===== config.mk =====
export PLATFORM = sky130hd
export DESIGN_NAME = push_button_dimmer_controller
export DESIGN_NICKNAME = d
export VERILOG_FILES = /design/src/sv/dmr_pkg.sv /design/src/sv/dmr_core.sv /design/src/sv/dmr_duty.sv /design/src/sv/push_button_dimmer_controller.sv
export SDC_FILE = /design/constraint.sdc
export NUM_CORES = 1
export LEC_CHECK = 0
export BUFFER_PORTS_ARGS = -buffer_cell sky130_fd_sc_hd__buf_4
export CAP_MARGIN = 15
export CORE_MARGIN = 5
export CORE_UTILIZATION = 62
export CTS_BUF_LIST = sky130_fd_sc_hd__clkbuf_2
export CTS_CLUSTER_DIAMETER = 40
export DETAILED_ROUTE_END_ITERATION = 16
export HOLD_SLACK_MARGIN = 0.1
export MAX_ROUTING_LAYER = met4
export PLACE_DENSITY_LB_ADDON = 0.05
export SETUP_SLACK_MARGIN = 0.3
export SLEW_MARGIN = 25
export SYNTH_ARGS = -nofsm -noshare
export SYNTH_HDL_FRONTEND = slang
export SYNTH_HIERARCHICAL = 1
export SYNTH_SLANG_ARGS = --single-unit

===== constraint.sdc =====
create_clock -name clk_i -period 11.3 [get_ports clk_i]
set_clock_uncertainty 0.2 [all_clocks]
set_input_delay 0.565 -clock clk_i [delete_from_list [all_inputs] [get_ports clk_i]]
set_output_delay 0.565 -clock clk_i [all_outputs]
set_load 0.02 [all_outputs]

===== src/sv/dmr_pkg.sv =====
// Shared types and constants for the push-button dimmer controller.
package dmr_pkg;

  // Default full-on level in percent.
  localparam int unsigned MAX_LEVEL_DEF = 100;

  // Width of the requested level field and of the duty output.
  localparam int unsigned REQ_W    = 8;
  localparam int unsigned DUTY_W   = 8;
  localparam int unsigned BRIGHT_W = 7;

  // Duty scaling: (level * 256 - 100) / 100, with a reciprocal multiply.
  localparam int unsigned DUTY_BIAS   = 100;
  localparam int unsigned DUTY_DIV    = 100;
  localparam int unsigned RECIP_SHIFT = 23;
  localparam int unsigned RECIP_MULT  = ((2 ** RECIP_SHIFT) + DUTY_DIV - 1) / DUTY_DIV;
  localparam int unsigned RECIP_W     = $clog2(RECIP_MULT + 1);
  localparam logic [DUTY_W-1:0] DUTY_FULL = 8'hFF;

  typedef enum logic [2:0] {
    OP_PRESS   = 3'd0,
    OP_LONG    = 3'd1,
    OP_REPEAT  = 3'd2,
    OP_RELEASE = 3'd3,
    OP_SET     = 3'd4,
    OP_RESET   = 3'd5
  } op_e;

  typedef enum logic [1:0] {
    DIR_NONE = 2'd0,
    DIR_UP   = 2'd1,
    DIR_DOWN = 2'd2
  } dir_e;

  // Per-event flags handed from the core to the output register.
  typedef struct packed {
    logic changed;
    logic report;
  } evt_flags_t;

endpackage


===== src/sv/dmr_core.sv =====
// Dimmer state registers and the per-event level update.
module dmr_core import dmr_pkg::*; #(
  parameter int unsigned MaxLevel = MAX_LEVEL_DEF,
  parameter int unsigned LevelW   = $clog2(MAX_LEVEL_DEF + 1)
) (
  input  logic              clk_i,
  input  logic              rst_ni,
  input  logic              accept_i,
  input  logic [2:0]        op_i,
  input  logic [REQ_W-1:0]  req_i,
  output logic [LevelW-1:0] level_o,
  output evt_flags_t        flags_o
);

  localparam logic [LevelW-1:0] LvlMax  = LevelW'(MaxLevel);
  localparam logic [LevelW-1:0] LvlZero = '0;

  logic [LevelW-1:0] cur_q, cur_d;
  logic [LevelW-1:0] prev_q, prev_d;
  logic [LevelW-1:0] lbr_q, lbr_d;
  dir_e              dir_q, dir_d;

  logic [LevelW-1:0] cur_up, cur_dn, req_sat;
  logic              report;

  assign cur_up  = (cur_q < LvlMax) ? LevelW'(cur_q + 1'b1) : cur_q;
  assign cur_dn  = (cur_q != LvlZero) ? LevelW'(cur_q - 1'b1) : cur_q;
  assign req_sat = (req_i > REQ_W'(MaxLevel)) ? LvlMax : LevelW'(req_i);

  always_comb begin
    cur_d  = cur_q;
    prev_d = prev_q;
    lbr_d  = lbr_q;
    dir_d  = dir_q;
    report = 1'b0;
    case (op_e'(op_i))
      OP_PRESS: begin
        dir_d = DIR_NONE;
      end
      OP_LONG: begin
        lbr_d = cur_q;
        // Ramp toward the remembered level, or down when above it.
        if (prev_q >= cur_q) begin
          dir_d = DIR_UP;
          cur_d = cur_up;
        end else begin
          dir_d = DIR_DOWN;
          cur_d = cur_dn;
        end
      end
      OP_REPEAT: begin
        case (dir_q)
          DIR_UP:   cur_d = cur_up;
          DIR_DOWN: cur_d = cur_dn;
          default:  cur_d = cur_q;
        endcase
      end
      OP_RELEASE: begin
        report = 1'b1;
        if (dir_q == DIR_NONE) begin
          // Short press toggles between off and the remembered level.
          if (cur_q == LvlZero) begin
            prev_d = LvlZero;
            cur_d  = (prev_q != LvlZero) ? prev_q : LvlMax;
          end else begin
            prev_d = cur_q;
            cur_d  = LvlZero;
          end
        end else begin
          prev_d = lbr_q;
        end
      end
      OP_SET: begin
        report = 1'b1;
        if (req_sat != cur_q) begin
          prev_d = cur_q;
          cur_d  = req_sat;
        end
      end
      OP_RESET: begin
        cur_d  = LvlZero;
        prev_d = LvlMax;
        dir_d  = DIR_NONE;
        lbr_d  = LvlZero;
      end
      default: begin
        cur_d = cur_q;
      end
    endcase
  end

  always_ff @(posedge clk_i or negedge rst_ni) begin
    if (!rst_ni) begin
      cur_q  <= LvlZero;
      prev_q <= LvlMax;
      lbr_q  <= LvlZero;
      dir_q  <= DIR_NONE;
    end else if (accept_i) begin
      cur_q  <= cur_d;
      prev_q <= prev_d;
      lbr_q  <= lbr_d;
      dir_q  <= dir_d;
    end
  end

  assign level_o         = cur_d;
  assign flags_o.report  = report;
  assign flags_o.changed = (cur_d != cur_q);

endmodule


===== src/sv/dmr_duty.sv =====
// Level-to-PWM compare value conversion with optional inversion.
module dmr_duty import dmr_pkg::*; #(
  parameter int unsigned LevelW = $clog2(MAX_LEVEL_DEF + 1)
) (
  input  logic [LevelW-1:0] level_i,
  input  logic              invert_i,
  output logic [DUTY_W-1:0] duty_o
);

  localparam int unsigned XW    = LevelW + 8;
  localparam int unsigned ProdW = XW + RECIP_W;
  localparam int unsigned QW    = ProdW - RECIP_SHIFT;

  logic [XW-1:0]    x, xm;
  logic [ProdW-1:0] prod;
  logic [QW-1:0]    quo;
  logic [DUTY_W-1:0] sat;

  assign x  = {level_i, 8'h00};
  assign xm = (x != '0) ? XW'(x - XW'(DUTY_BIAS)) : x;

  // Divide by 100 through a reciprocal; exact for every value below 2^16.
  assign prod = ProdW'(xm) * ProdW'(RECIP_MULT);
  assign quo  = prod[ProdW-1:RECIP_SHIFT];
  assign sat  = (quo > QW'(DUTY_FULL)) ? DUTY_FULL : DUTY_W'(quo);

  assign duty_o = invert_i ? (DUTY_FULL - sat) : sat;

endmodule


===== src/sv/push_button_dimmer_controller.sv =====
// Top level of the push-button dimmer controller.
//
// Input stream (s_axis): one transaction per key or command event. tuser carries
// the operation code, tdata the requested level for a set command.
// Output stream (m_axis): one transaction per event with the resulting brightness
// and PWM compare value in tdata, and the report and changed flags in tuser.
// Configuration channel (cfg): a single bit that selects inverted PWM drive;
// it is always ready and should be written only while no event is in flight.
//
// The state update and duty conversion are combinational, so a result is in the
// output register the cycle after its event is accepted. Throughput is one event
// per cycle while the receiver is ready, set by the single output register, which
// refills in the same cycle it drains. When the receiver stalls, the output
// register holds its result and s_axis_tready drops until the result is taken.
//
// Reset clears the level to off, the remembered level to full on, drops any
// ramp, and sets PWM inversion on. The reset command does the same except that
// inversion keeps its configured value.
module push_button_dimmer_controller import dmr_pkg::*; #(
  parameter int unsigned MaxLevel = MAX_LEVEL_DEF
) (
  input  logic        clk_i,
  input  logic        rst_ni,

  input  logic        s_axis_tvalid,
  output logic        s_axis_tready,
  input  logic [7:0]  s_axis_tdata,   // [7:0] level
  input  logic [2:0]  s_axis_tuser,   // [2:0] operation

  output logic        m_axis_tvalid,
  input  logic        m_axis_tready,
  output logic [15:0] m_axis_tdata,   // [6:0] brightness, [14:7] pwm_duty, [15] zero
  output logic [1:0]  m_axis_tuser,   // [0] report, [1] changed

  input  logic        cfg_valid_i,
  output logic        cfg_ready_o,
  input  logic        cfg_data_i
);

  localparam int unsigned LevelW = $clog2(MaxLevel + 1);

  logic              in_accept;
  logic [LevelW-1:0] level;
  evt_flags_t        flags;
  logic [DUTY_W-1:0] duty;

  logic                invert_q;
  logic                out_valid_q;
  logic [BRIGHT_W-1:0] bright_q;
  logic [DUTY_W-1:0]   duty_q;
  evt_flags_t          flags_q;

  assign s_axis_tready = !out_valid_q || m_axis_tready;
  assign in_accept     = s_axis_tvalid && s_axis_tready;
  assign cfg_ready_o   = 1'b1;

  dmr_core #(
    .MaxLevel(MaxLevel),
    .LevelW  (LevelW)
  ) u_core (
    .clk_i   (clk_i),
    .rst_ni  (rst_ni),
    .accept_i(in_accept),
    .op_i    (s_axis_tuser),
    .req_i   (s_axis_tdata),
    .level_o (level),
    .flags_o (flags)
  );

  dmr_duty #(
    .LevelW(LevelW)
  ) u_duty (
    .level_i (level),
    .invert_i(invert_q),
    .duty_o  (duty)
  );

  always_ff @(posedge clk_i or negedge rst_ni) begin
    if (!rst_ni) begin
      invert_q <= 1'b1;
    end else if (cfg_valid_i && cfg_ready_o) begin
      invert_q <= cfg_data_i;
    end
  end

  always_ff @(posedge clk_i or negedge rst_ni) begin
    if (!rst_ni) begin
      out_valid_q <= 1'b0;
    end else if (s_axis_tready) begin
      out_valid_q <= s_axis_tvalid;
    end
  end

  always_ff @(posedge clk_i) begin
    if (in_accept) begin
      bright_q <= BRIGHT_W'(level);
      duty_q   <= duty;
      flags_q  <= flags;
    end
  end

  assign m_axis_tvalid = out_valid_q;
  assign m_axis_tdata  = {1'b0, duty_q, bright_q};
  assign m_axis_tuser  = {flags_q.changed, flags_q.report};

endmodule

After elaboration in Yosys (flattened, before gate mapping)
Index checks and enable logic that the tools add are counted.
W data, S select, Z words.
- register bits after elaboration: 42
- add/subtract/negate cells: 4
- $mul: 1
- magnitude comparators: 4
- eq/ne operators: 10
- mux-type cells: 21
- reductions and logical operators: 17
- operators by type and width (operator ; number):
    $mux W7 ; 11
    $pmux W7 S5 ; 1
    $mul A15 B17 Y32 const B ; 1
    $pmux W7 S2 ; 2
    $pmux W7 S3 ; 1
    $mux W8 ; 2
    $mux W15 ; 1
    $reduce_bool A15 Y1 ; 1
    $sub A15 B7 Y15 const B ; 1
    $ne A7 B7 Y1 ; 2
    $reduce_bool A7 Y1 ; 2
    $gt A9 B8 Y1 const B ; 1
    $gt A8 B7 Y1 const B ; 1
    $sub A8 B8 Y8 const A ; 1
    $add A7 B1 Y7 const B ; 1
    $ge A7 B7 Y1 ; 1
    $logic_not A7 Y1 ; 1
    $lt A7 B7 Y1 const B ; 1
    $sub A7 B1 Y7 const B ; 1
    $eq A3 B2 Y1 const B ; 2
    $eq A3 B3 Y1 const B ; 2
    $pmux W2 S2 ; 1
    $reduce_and A2 Y1 ; 2
    $reduce_bool A2 Y1 ; 2
    14 further kinds ; 15

Longest topological paths before layout
Gate-level depths: netlist of run 1.
- word-level depth: 12
- mapped depth: 40
- mapped depth without buffers: 38

By module
Netlist of run 1, hierarchy kept.
- by module, submodules not included (module ; instances ; cells an instance ; area each (um2)):
    dmr_duty ; 1 ; 357 ; 3200.6
    dmr_core ; 1 ; 366 ; 2802.7
    push_button_dimmer_controller ; 1 ; 27 ; 625.6

Least setup slack after synthesis of run 1
OpenSTA, ideal clock, no wires.
- path kind: reg-to-reg
- start point: reg u_core.cur_q[1]
- end point: reg duty_q[6], data pin
- arrival: 8942 ps
- setup slack: 1886 ps
- stages on the path, launching flop included: 36
- clock period less this slack: 9414 ps
- path through: dfrtp_1 buf_1 inv_1 ha_1 or4b_4 nor2_1 inv_1 ha_1 a32o_1 a32oi_1 a21oi_1 a221o_1 a21o_1 inv_1 ha_1 nand2_1 or3_1 nor2_2 inv_2 and2_1 a21o_1 fa_1 fa_1 fa_1 inv_1 fa_1 fa_1 ha_1 ha_1 a21oi_1 o21ai_1 a31oi_1 nand2_1 a31oi_2 a22oi_2 xnor2_1
- word-level cells in the longest chain between the ends: 11
- ends and longest elaborated chain (element ; RTL line ; text):
    start, declared ; dmr_core.sv:18 ; logic [LevelW-1:0] cur_q, cur_d;
    start signal, assigned ; dmr_core.sv:94 ; cur_q <= LvlZero;
    start signal, assigned ; dmr_core.sv:99 ; cur_q <= cur_d;
    $lt A7 B7 Y1 (tied with other cells) ; dmr_core.sv:26 ; assign cur_up = (cur_q < LvlMax) ? LevelW'(cur_q + 1'b1) : cur_q;
    $mux W7 (on tied branches) ; dmr_core.sv:26, dmr_core.sv:62, dmr_core.sv:27 ;
    $pmux W7 S2 (tied with other cells) ; dmr_core.sv:52 ; case (dir_q)
    $pmux W7 S5 (*) ; dmr_core.sv:36 ; case (op_e'(op_i))
    via level[0] ; push_button_dimmer_controller.sv:43 ; logic [LevelW-1:0] level;
    $sub A15 B7 Y15 / $reduce_bool A15 Y1 (equally long branches) ; dmr_duty.sv:20 ; assign xm = (x != '0) ? XW'(x - XW'(DUTY_BIAS)) : x;
    $mux W15 (*) ; dmr_duty.sv:20 ;
    $mul A15 B17 Y32 (*) ; dmr_duty.sv:23 ; assign prod = ProdW'(xm) * ProdW'(RECIP_MULT);
    $gt A9 B8 Y1 ; dmr_duty.sv:25 ; assign sat = (quo > QW'(DUTY_FULL)) ? DUTY_FULL : DUTY_W'(quo);
    $mux W8 (*) ; dmr_duty.sv:25 ;
    $sub A8 B8 Y8 ; dmr_duty.sv:27 ; assign duty_o = invert_i ? (DUTY_FULL - sat) : sat;
    $mux W8 (*) ; dmr_duty.sv:27 ;
    via duty[6] ; push_button_dimmer_controller.sv:45 ; logic [DUTY_W-1:0] duty;
    end signal, assigned ; push_button_dimmer_controller.sv:97 ; duty_q <= duty;
    end, declared ; push_button_dimmer_controller.sv:50 ; logic [DUTY_W-1:0] duty_q;
The timed path passes the listed nets; every way through them passes the cells marked *.
A chain may end at the register's enable or synchronous reset.

Final worst setup path of run 1
Ends and elaborated chain as after synthesis.

==> metrics.txt, run 1 <==
Die Wd=113 um; setup violators final=0; WS Path Type=reg -> reg; Starting DRT DRC Count=577; worst-case reg-to-reg path depth=36; Worst Tran Pin Value=0.984 ns; vias per inst=6.51; sequential fraction of the synthesis area=0.172; Top Usage Layer GRT=met2; CTS tree=built; DRC violations left=0; min Tclk post-route=10.46 ns; core box area=10400 sq um; Async SR Flop Fraction=0.595; layout cell share with drive strength beyond 1=0.123; Max stage delay on crit path=0.60 ns; Yosys reg bits=42; die area=12900 sq um; initial antenna violation count=0; GP Congestion=1.02; total gr overflow=0; Hold Path End=invert_q; largest net degree at the start of global routing=33; number of synthesized flops with an enable pin=17; Skew-Pair Late Insertion Delay=0.45 ns; vias in the first global route=6077; Final nets=930; Via Count=5882; Final Worst Setup Slack=0.844 ns; Placed Instances=892; CP max FO=14; Fillers=850; height of the die=113 um; post-route insts no fill=903; number of I/O port buffers=35; CTS root buf=clkbuf_2; area of the multi-input gates=4950 sq um; drt first pass iters=6; Hold Vio Cnt, Final=0; post-CTS setup buffer count=0; maxcap violations=0; Antenna Nets Post-Route=0; Initial Util=0.639; Most common cell on crit path=ha_1; # clock sinks=42; RR Endpoint=duty_q[6]; cell count after synthesis=750; IO Pins=38; Synthesized Nets=914; DP Area=6930 sq um; RR Startpoint=u_core/cur_q[1]; WP data arrival=10.46 ns; clock buffer count from CTS=5; synthesized cell area=6630 sq um; RSZ-0062 raised after global routing=no; WL final=19.1 mm; Avg Inst Size Synth=8.84 sq um; CTS Buffer Depth=2; Crit-path slowest cell=dfrtp_1; r2r setup slk=0.84 ns; Worst Hold Class=in -> reg; worst hold start=cfg_valid_i; clk slew on worst S/H paths=0.27 ns; Setup crit start kind=flop; GR Util met1=0.358; ant diodes=0; f_max=95.6 MHz; Worst slew margin=0.338; Critical Path RT=11.31 ns; period utilisation layout=0.925; M3 GR Usage=0.0297; num rows=37; status=completed; Total GRT Usage=0.313; first-pass GRT wire length=31.0 mm; Syn-to-layout area delta=5.81%; Main synth FF type=dfrtp_1; dpl ws=0.746 ns; final instance area=7010 sq um; Synth Warn #=6; met2 global-route usage=0.535; wire per inst=21.2 um; Final Max Slew Viols=0; post-synthesis cell type count=88; register area=1140 sq um; hold depth=2; Worst setup EP type=flop; H-tree depth=2; setup_tns=0 ns; DPL Wire Length=15.0 mm
[what timing repair did]
action,4_1_cts,5_1_grt
setup endpoints to repair,0,8
hold buffers,2,1
endpoints found under the hold margin,26,1
resized for setup,0,2
[cells by family after synthesis]
| family | count (synthesis) | share of synthesized area |
|---|---|---|
| compound gates | 189 | 0.200 |
| buf+inv | 132 | 0.0815 |
| fa+ha+maj | 147 | 0.324 |
| flops | 42 | 0.172 |
| xor+xnor | 29 | 0.0411 |
| other cells | 2 | 0.00113 |
| simple gates | 189 | 0.147 |
| mux | 20 | 0.0328 |
[routing by layer]
layer | share of wire | vias up
li1 | - | 2710
met1 | 0.38 | 2806
met2 | 0.50 | 286
met3 | 0.062 | 80
met4 | 0.058 | 0
met5 | 0 | -
[flip-flops by register name (all words and copies together) (netlist names)]
| register | count |
|---|---|
| u_core/lbr_q | 7 |
| duty_q | 8 |
| bright_q | 7 |
| u_core/dir_q | 2 |
| u_core/cur_q | 7 |
| m_axis_tvalid | 1 |
| invert_q | 1 |
| u_core/prev_q | 7 |
| m_axis_tuser | 2 |
[placed cells by master (no fill, tap or decap), types with 17 or more instances in the layout]
master	count
nand2_1	56
fa_1	41
inv_1	93
o21ai_0	40
ha_1	106
xnor2_1	20
dfrtp_1	21
edfxtp_1	17
nand3_1	19
nor2_1	37
buf_4	42
a21oi_1	43
[how the worst max path moves through the flow]
| stage | slack, ns | start | end |
|---|---|---|---|
| 6_report | 0.84 | u_core/cur_q[1] | duty_q[6] |
| 5_1_grt | 0.35 | u_core/cur_q[0] | duty_q[6] |
| 4_1_cts | 0.74 | u_core/cur_q[0] | duty_q[6] |
| 3_3_place_gp | 1.17 | u_core/cur_q[1] | duty_q[6] |
| 2_1_floorplan | 1.89 | u_core/cur_q[1] | duty_q[6] |
| 3_5_place_dp | 0.75 | u_core/cur_q[0] | duty_q[6] |
[through the flow]
| stage | util | hold slack, ns |
|---|---|---|
| final | 0.676 | 0.144 |
| after global routing | 0.676 | 0.110 |
| after CTS | 0.675 | 0.103 |
| after detailed placement | 0.669 | 0.267 |
| after global placement | 0.669 | 0.260 |
| after floorplan | - | 0.0694 |
[area by class of cell]
class,instances,area share
multi-input cells,576,0.706
flip-flops and latches,42,0.163
inverters,96,0.0514
repair buffers,45,0.0492
well taps,136,0.0243
clock buffers,6,0.00428
clock inverters,2,0.00178
[critical path, delay by kind of cell (launching register included)]
family / cells / cell delay (ns)
AOI/OAI and AO/OA: 10 / 2.32
xor gates and xnor gates: 1 / 0.16
adders and majority gates: 11 / 3.92
buffers and inverters: 7 / 0.98
DFF: 1 / 0.60
and+or+nand+nor: 7 / 2.08
[synthesized netlist by cell type (4+ instances only)]
master,count,share of area
a211oi_1,5,0.0057
a21o_1,9,0.010
a21oi_1,43,0.032
a31o_2,4,0.0053
a31oi_1,14,0.013
a41oi_1,4,0.0053
and2_1,9,0.0085
and3_1,9,0.0085
buf_1,4,0.0023
buf_2,6,0.0045
buf_4,4,0.0045
clkbuf_1,19,0.011
dfrtp_1,21,0.079
dfstp_2,4,0.016
edfxtp_1,17,0.077
fa_1,41,0.12
ha_1,106,0.20
inv_1,93,0.053
mux2_2,10,0.017
mux2i_1,9,0.014
nand2_1,56,0.032
nand2b_1,9,0.0085
nand3_1,19,0.014
nand4_1,6,0.0057
nor2_1,38,0.022
nor3_1,14,0.011
o211ai_1,7,0.0079
o21ai_0,40,0.030
o31ai_1,8,0.0091
or3_1,6,0.0057
xnor2_1,20,0.026
xor2_1,8,0.011
Power of run 1 is not shown: default switching activity piles up to over one toggle a cycle in this logic, so the estimate is an artifact.
==> inputs of run 2 (changes only) <==
- CORE_UTILIZATION: 62 -> 40
==> run 2 against run 1 <==
Effect of this change:
- largest cell class unchanged
- clock-buffer cell count did not move
- critical path type unchanged
- fmax rose by 0.87%
- global-route usage fell by 11 points
- critical path depth did not move
- first-iteration DRC count fell by 41%
- final cell count rose by 10%
- cell area rose by 2.2%
- setup slack improved by 0.091 ns
- worst hold slack improved by 0.014 ns
- critical endpoint unchanged
==> metrics.txt, run 2 (same netlist as run 1, synthesis figures left out) <==
status=completed; CTS Buffer Depth=2 (unchanged); min Tclk post-route=10.37 ns (-0.0906 ns); num rows=47 (+27%); f_max=96.5 MHz (+0.87%); RR Startpoint=u_core/cur_q[1]; WS Path Type=reg -> reg; H-tree depth=2 (unchanged); Starting DRT DRC Count=339 (-41%); setup violators final=0 (unchanged); die area=19200 sq um (+50%); Worst slew margin=0.466 (+0.127); CTS tree=built; Via Count=5656 (-3.8%); core box area=16400 sq um (+58%); CP max FO=14 (unchanged); dpl ws=0.823 ns (+0.0768 ns); Max stage delay on crit path=0.60 ns (about the same); layout cell share with drive strength beyond 1=0.130 (+0.00698); post-CTS setup buffer count=0 (unchanged); Most common cell on crit path=ha_1; WL final=19.1 mm (about the same); number of I/O port buffers=35 (unchanged); # clock sinks=42 (unchanged); Worst Hold Class=in -> reg; Initial Util=0.404 (-0.235); hold depth=3 (+1); GP Congestion=0.966 (-5.3%); clk slew on worst S/H paths=0.24 ns (-0.03 ns); Worst Tran Pin Value=0.795 ns (-0.188 ns); total gr overflow=0 (unchanged); commonest non-fill, non-tap cell in the layout=ha_1; worst hold start=m_axis_tready; clock buffer count from CTS=5 (unchanged); Antenna Nets Post-Route=0 (unchanged); Skew-Pair Late Insertion Delay=0.44 ns (about the same); Worst setup EP type=flop; Hold Vio Cnt, Final=0 (unchanged); IO Pins=38 (unchanged); worst-case reg-to-reg path depth=36 (unchanged); RSZ-0062 raised after global routing=no; Final Worst Setup Slack=0.935 ns (+0.0906 ns); Syn-to-layout area delta=8.10%; wire per inst=19.3 um (-9.0%); vias in the first global route=5614 (-7.6%); drt first pass iters=6 (unchanged); most frequent cells in the layout=ha_1 (106), inv_1 (93), nand2_1 (56); Util after Layout=0.437 (-0.240); final hold slack=0.158 ns (+0.0144 ns); initial antenna violation count=1 (+1); maxcap violations=0 (unchanged); height of the die=139 um (+22%); Total GRT Usage=0.201 (-0.112); max FFs per register=8 (unchanged); Setup crit start kind=flop; period utilisation layout=0.917 (-0.00802); Biggest register=duty_q; WP data arrival=10.38 ns (-0.08 ns); setup_tns=0 ns (unchanged); Final nets=935 (+0.54%); first-pass GRT wire length=30.5 mm (-1.4%); largest net degree at the start of global routing=33 (unchanged); vias per inst=5.70 (-13%); DRC violations left=0 (unchanged); Critical Path RT=11.31 ns (about the same); DPL Wire Length=15.5 mm (+2.8%); Final Max Slew Viols=0 (unchanged); Die Wd=139 um (+22%); CTS root buf=clkbuf_2; crit path launch=u_core/cur_q[1]; Crit-path slowest cell=dfrtp_1
[run 2: changes by cell type in the layout (fill, tap and decap cells not counted), sizes merged]
cell    change
buf         +5
clkinv      +1
diode       +1
inv         -1
[run 2: critical path: cells and delay by family (launching register included)]
family	cells	cell delay, ns
adder cells (fa/ha/maj)	11	3.91
AND/OR/NAND/NOR	8	2.21
AO/OA/AOI/OAI	9	2.09
buffers and inverters	7	0.99
flip-flops	1	0.60
XOR/XNOR	1	0.16
[run 2: stage by stage]
step,instance area [sq um],instances
finish,7170,993
floorplan,6630,750
global placement,7080,981
CTS,7140,991
global route,7170,993
detailed placement,7080,981
[run 2: path summary, 6_finish.rpt]
kind / slack (ns) / end
min in group asynchronous: 0.32 / u_core/lbr_q[5]
setup / recovery: 0.93 / duty_q[6]
hold reg to reg: 0.31 / u_core/lbr_q[3]
max in group asynchronous: 10.25 / invert_q
hold / removal: 0.16 / m_axis_tvalid
setup reg to reg: 0.93 / duty_q[6]
[run 2: routing by layer]
layer / track usage / share of wire / routed length, um
met2: 0.350 / 0.51 / 9810
met5: - / 0 / 0
met4: 0.0705 / 0.030 / 581
met1: 0.246 / 0.43 / 8220
met3: 0.0169 / 0.028 / 532
[run 2: layout make-up]
cell class	instances	area, sq um
repair buffers	50	383
clock inverters	2	13.8
diodes	1	2.50
clock buffers	6	30.0
inverters	96	360
fillers	1647	9240
multi-input cells	576	4960
well taps	220	275
flip-flops and latches	42	1140
[run 2: what timing repair did]
| item | in CTS | in global routing |
|---|---|---|
| hold buffers | 2 | 1 |
| endpoints found under the hold margin | 26 | 1 |
| gates resized for setup | 0 | 2 |
| setup endpoints to repair | 0 | 8 |
Power of run 2 is left out for the same reason.
==> inputs of run 3 (changes only) <==
- clock period: 11.3 -> 10.4 ns (I/O delays scaled with it)
==> run 3 against run 2 <==
Effect of this change:
- global-route usage increased by 1.1 points
- sequential share of layout area decreased by 0.061 points
- clock-buffer cell count unchanged
- non-clock buffer count increased by 6
- fmax increased by 8.2%
- worst hold slack got worse by 0.011 ns
- die area unchanged
- first-iteration DRC count increased by 41%
- sequential cell count unchanged
- largest cell class unchanged
- setup slack got worse by 0.11 ns
- core utilization increased by 0.31 points
==> metrics.txt, run 3 (same netlist as run 1, synthesis figures left out) <==
status=completed; worst-case reg-to-reg path depth=33 (-8.3%); Worst slew margin=0.518 (+0.0522); CTS root buf=clkbuf_2; Hold Path End=m_axis_tvalid; WP data arrival=9.59 ns (-0.79 ns); GP Congestion=0.972 (+0.62%); Antenna Nets Post-Route=0 (unchanged); Worst setup EP type=flop; delay-heaviest family, CP=adder cells; Total GRT Usage=0.212 (+0.0106); die area=19200 sq um (unchanged); M3 GR Usage=0.0117 (-0.00517); worst hold start=m_axis_tready; num rows=47 (unchanged); min Tclk post-route=9.58 ns (-0.786 ns); DRC violations left=0 (unchanged); max FFs per register=8 (unchanged); Worst Hold Class=in -> reg; largest net degree at the start of global routing=28 (-15%); initial antenna violation count=1 (unchanged); total gr overflow=0 (unchanged); r2r setup slk=0.82 ns (-0.11 ns); # clock sinks=42 (unchanged); GR Util met1=0.252 (+0.00600); clock buffer count from CTS=5 (unchanged); Initial Util=0.404 (unchanged); Hold Vio Cnt, Final=0 (unchanged); drt first pass iters=5 (-1); setup_tns=0 ns (unchanged); RR Endpoint=duty_q[4]; maxcap violations=0 (unchanged); Final nets=941 (+0.64%); number of I/O port buffers=35 (unchanged); hold depth=3 (unchanged); DPL Wire Length=16.2 mm (+4.9%); IO Pins=38 (unchanged); period utilisation layout=0.921 (+0.00380); vias per inst=5.70 (about the same); vias in the first global route=5680 (+1.2%); met2 global-route usage=0.381 (+0.0308); most frequent cells in the layout=ha_1 (106), inv_1 (93), nand2_1 (56); WL final=20.2 mm (+5.5%); Die Wd=139 um (unchanged); Top Usage Layer GRT=met2; Biggest register=duty_q; post-CTS setup buffer count=0 (unchanged); core box area=16400 sq um (unchanged); RSZ-0062 raised after global routing=yes; Starting DRT DRC Count=479 (+41%); CTS Buffer Depth=2 (unchanged); WS Path Type=reg -> reg; f_max=104 MHz (+8.2%); setup violators final=0 (unchanged); Critical Path RT=10.41 ns (-0.90 ns); commonest non-fill, non-tap cell in the layout=ha_1; Skew-Pair Late Insertion Delay=0.45 ns (about the same); height of the die=139 um (unchanged); wire per inst=20.2 um (+4.9%); Worst Tran Pin Value=0.715 ns (-0.0798 ns); Via Count=5692 (+0.64%); Bufs and invs on worst path=7 (unchanged); Syn-to-layout area delta=8.87%; Setup crit start kind=flop; clk slew on worst S/H paths=0.25 ns (about the same); Crit-path slowest cell=dfrtp_2; RR Startpoint=u_core/cur_q[4]; CTS tree=built; layout cell share with drive strength beyond 1=0.138 (+0.00800); Final Max Slew Viols=0 (unchanged); CP max FO=15 (+1); Max stage delay on crit path=0.63 ns (+0.03 ns); first-pass GRT wire length=31.9 mm (+4.4%); H-tree depth=2 (unchanged)
-- run 3: cell types whose count changed in the layout (fill, tap and decap cells not counted), sizes merged --
cell / delta
buf: +5
clkinv: -1
inv: +1
dlygate4sd3: +1
-- run 3: worst max-delay path by stage --
stage / slack [ns] / cells after the start / startpoint / to
floorplan: 0.99 / 35 / u_core/cur_q[1] / duty_q[6]
finish: 0.82 / 33 / u_core/cur_q[4] / duty_q[4]
detailed placement: 0.49 / 33 / u_core/cur_q[4] / duty_q[5]
CTS: 0.46 / 33 / u_core/cur_q[4] / duty_q[4]
global route: 0.30 / 36 / u_core/cur_q[0] / duty_q[4]
global placement: 0.56 / 33 / u_core/cur_q[4] / duty_q[6]
-- run 3: what timing repair did --
action / CTS / global route
hold buffers: 4 / 0
gates resized for setup: 0 / 5
endpoints found under the setup margin: 0 / 8
endpoints found under the hold margin: 27 / 0
-- run 3: layout make-up --
cell class | instances | area [sq um]
clock buffers | 6 | 30.0
well taps | 220 | 275
clock inverters | 2 | 12.5
flip-flops and latches | 42 | 1140
inverters | 96 | 360
multi-input cells | 576 | 4960
repair buffers | 56 | 430
fillers | 1610 | 9190
diodes | 1 | 2.50
-- run 3: worst register-to-register path: cells and delay by family (launching register included) --
kind	cells	cell delay (ns)
AOI/OAI and AO/OA	8	1.99
xor gates and xnor gates	2	0.39
adders and majority gates	9	3.53
buffers and inverters	7	1.02
DFF	1	0.63
muxes	1	0.29
and+or+nand+nor	6	1.29
-- run 3: metrics by stage --
step	cells	util	setup slack, ns	hold slack (ns)	area [sq um]
after floorplan	750	-	0.986	0.0244	6630
after global placement	986	0.434	0.557	0.266	7110
after detailed placement	986	0.434	0.492	0.267	7110
after CTS	998	0.439	0.459	0.105	7200
after global routing	999	0.440	0.296	0.111	7220
final	999	0.440	0.821	0.147	7220
-- run 3: routing by layer --
| metal | wire (um) | vias to the layer above |
|---|---|---|
| met5 | 0 | - |
| met4 | 782 | 0 |
| met3 | 565 | 43 |
| met2 | 10500 | 140 |
| met1 | 8350 | 2777 |
| li1 | - | 2732 |
Power of run 3 is left out for the same reason.
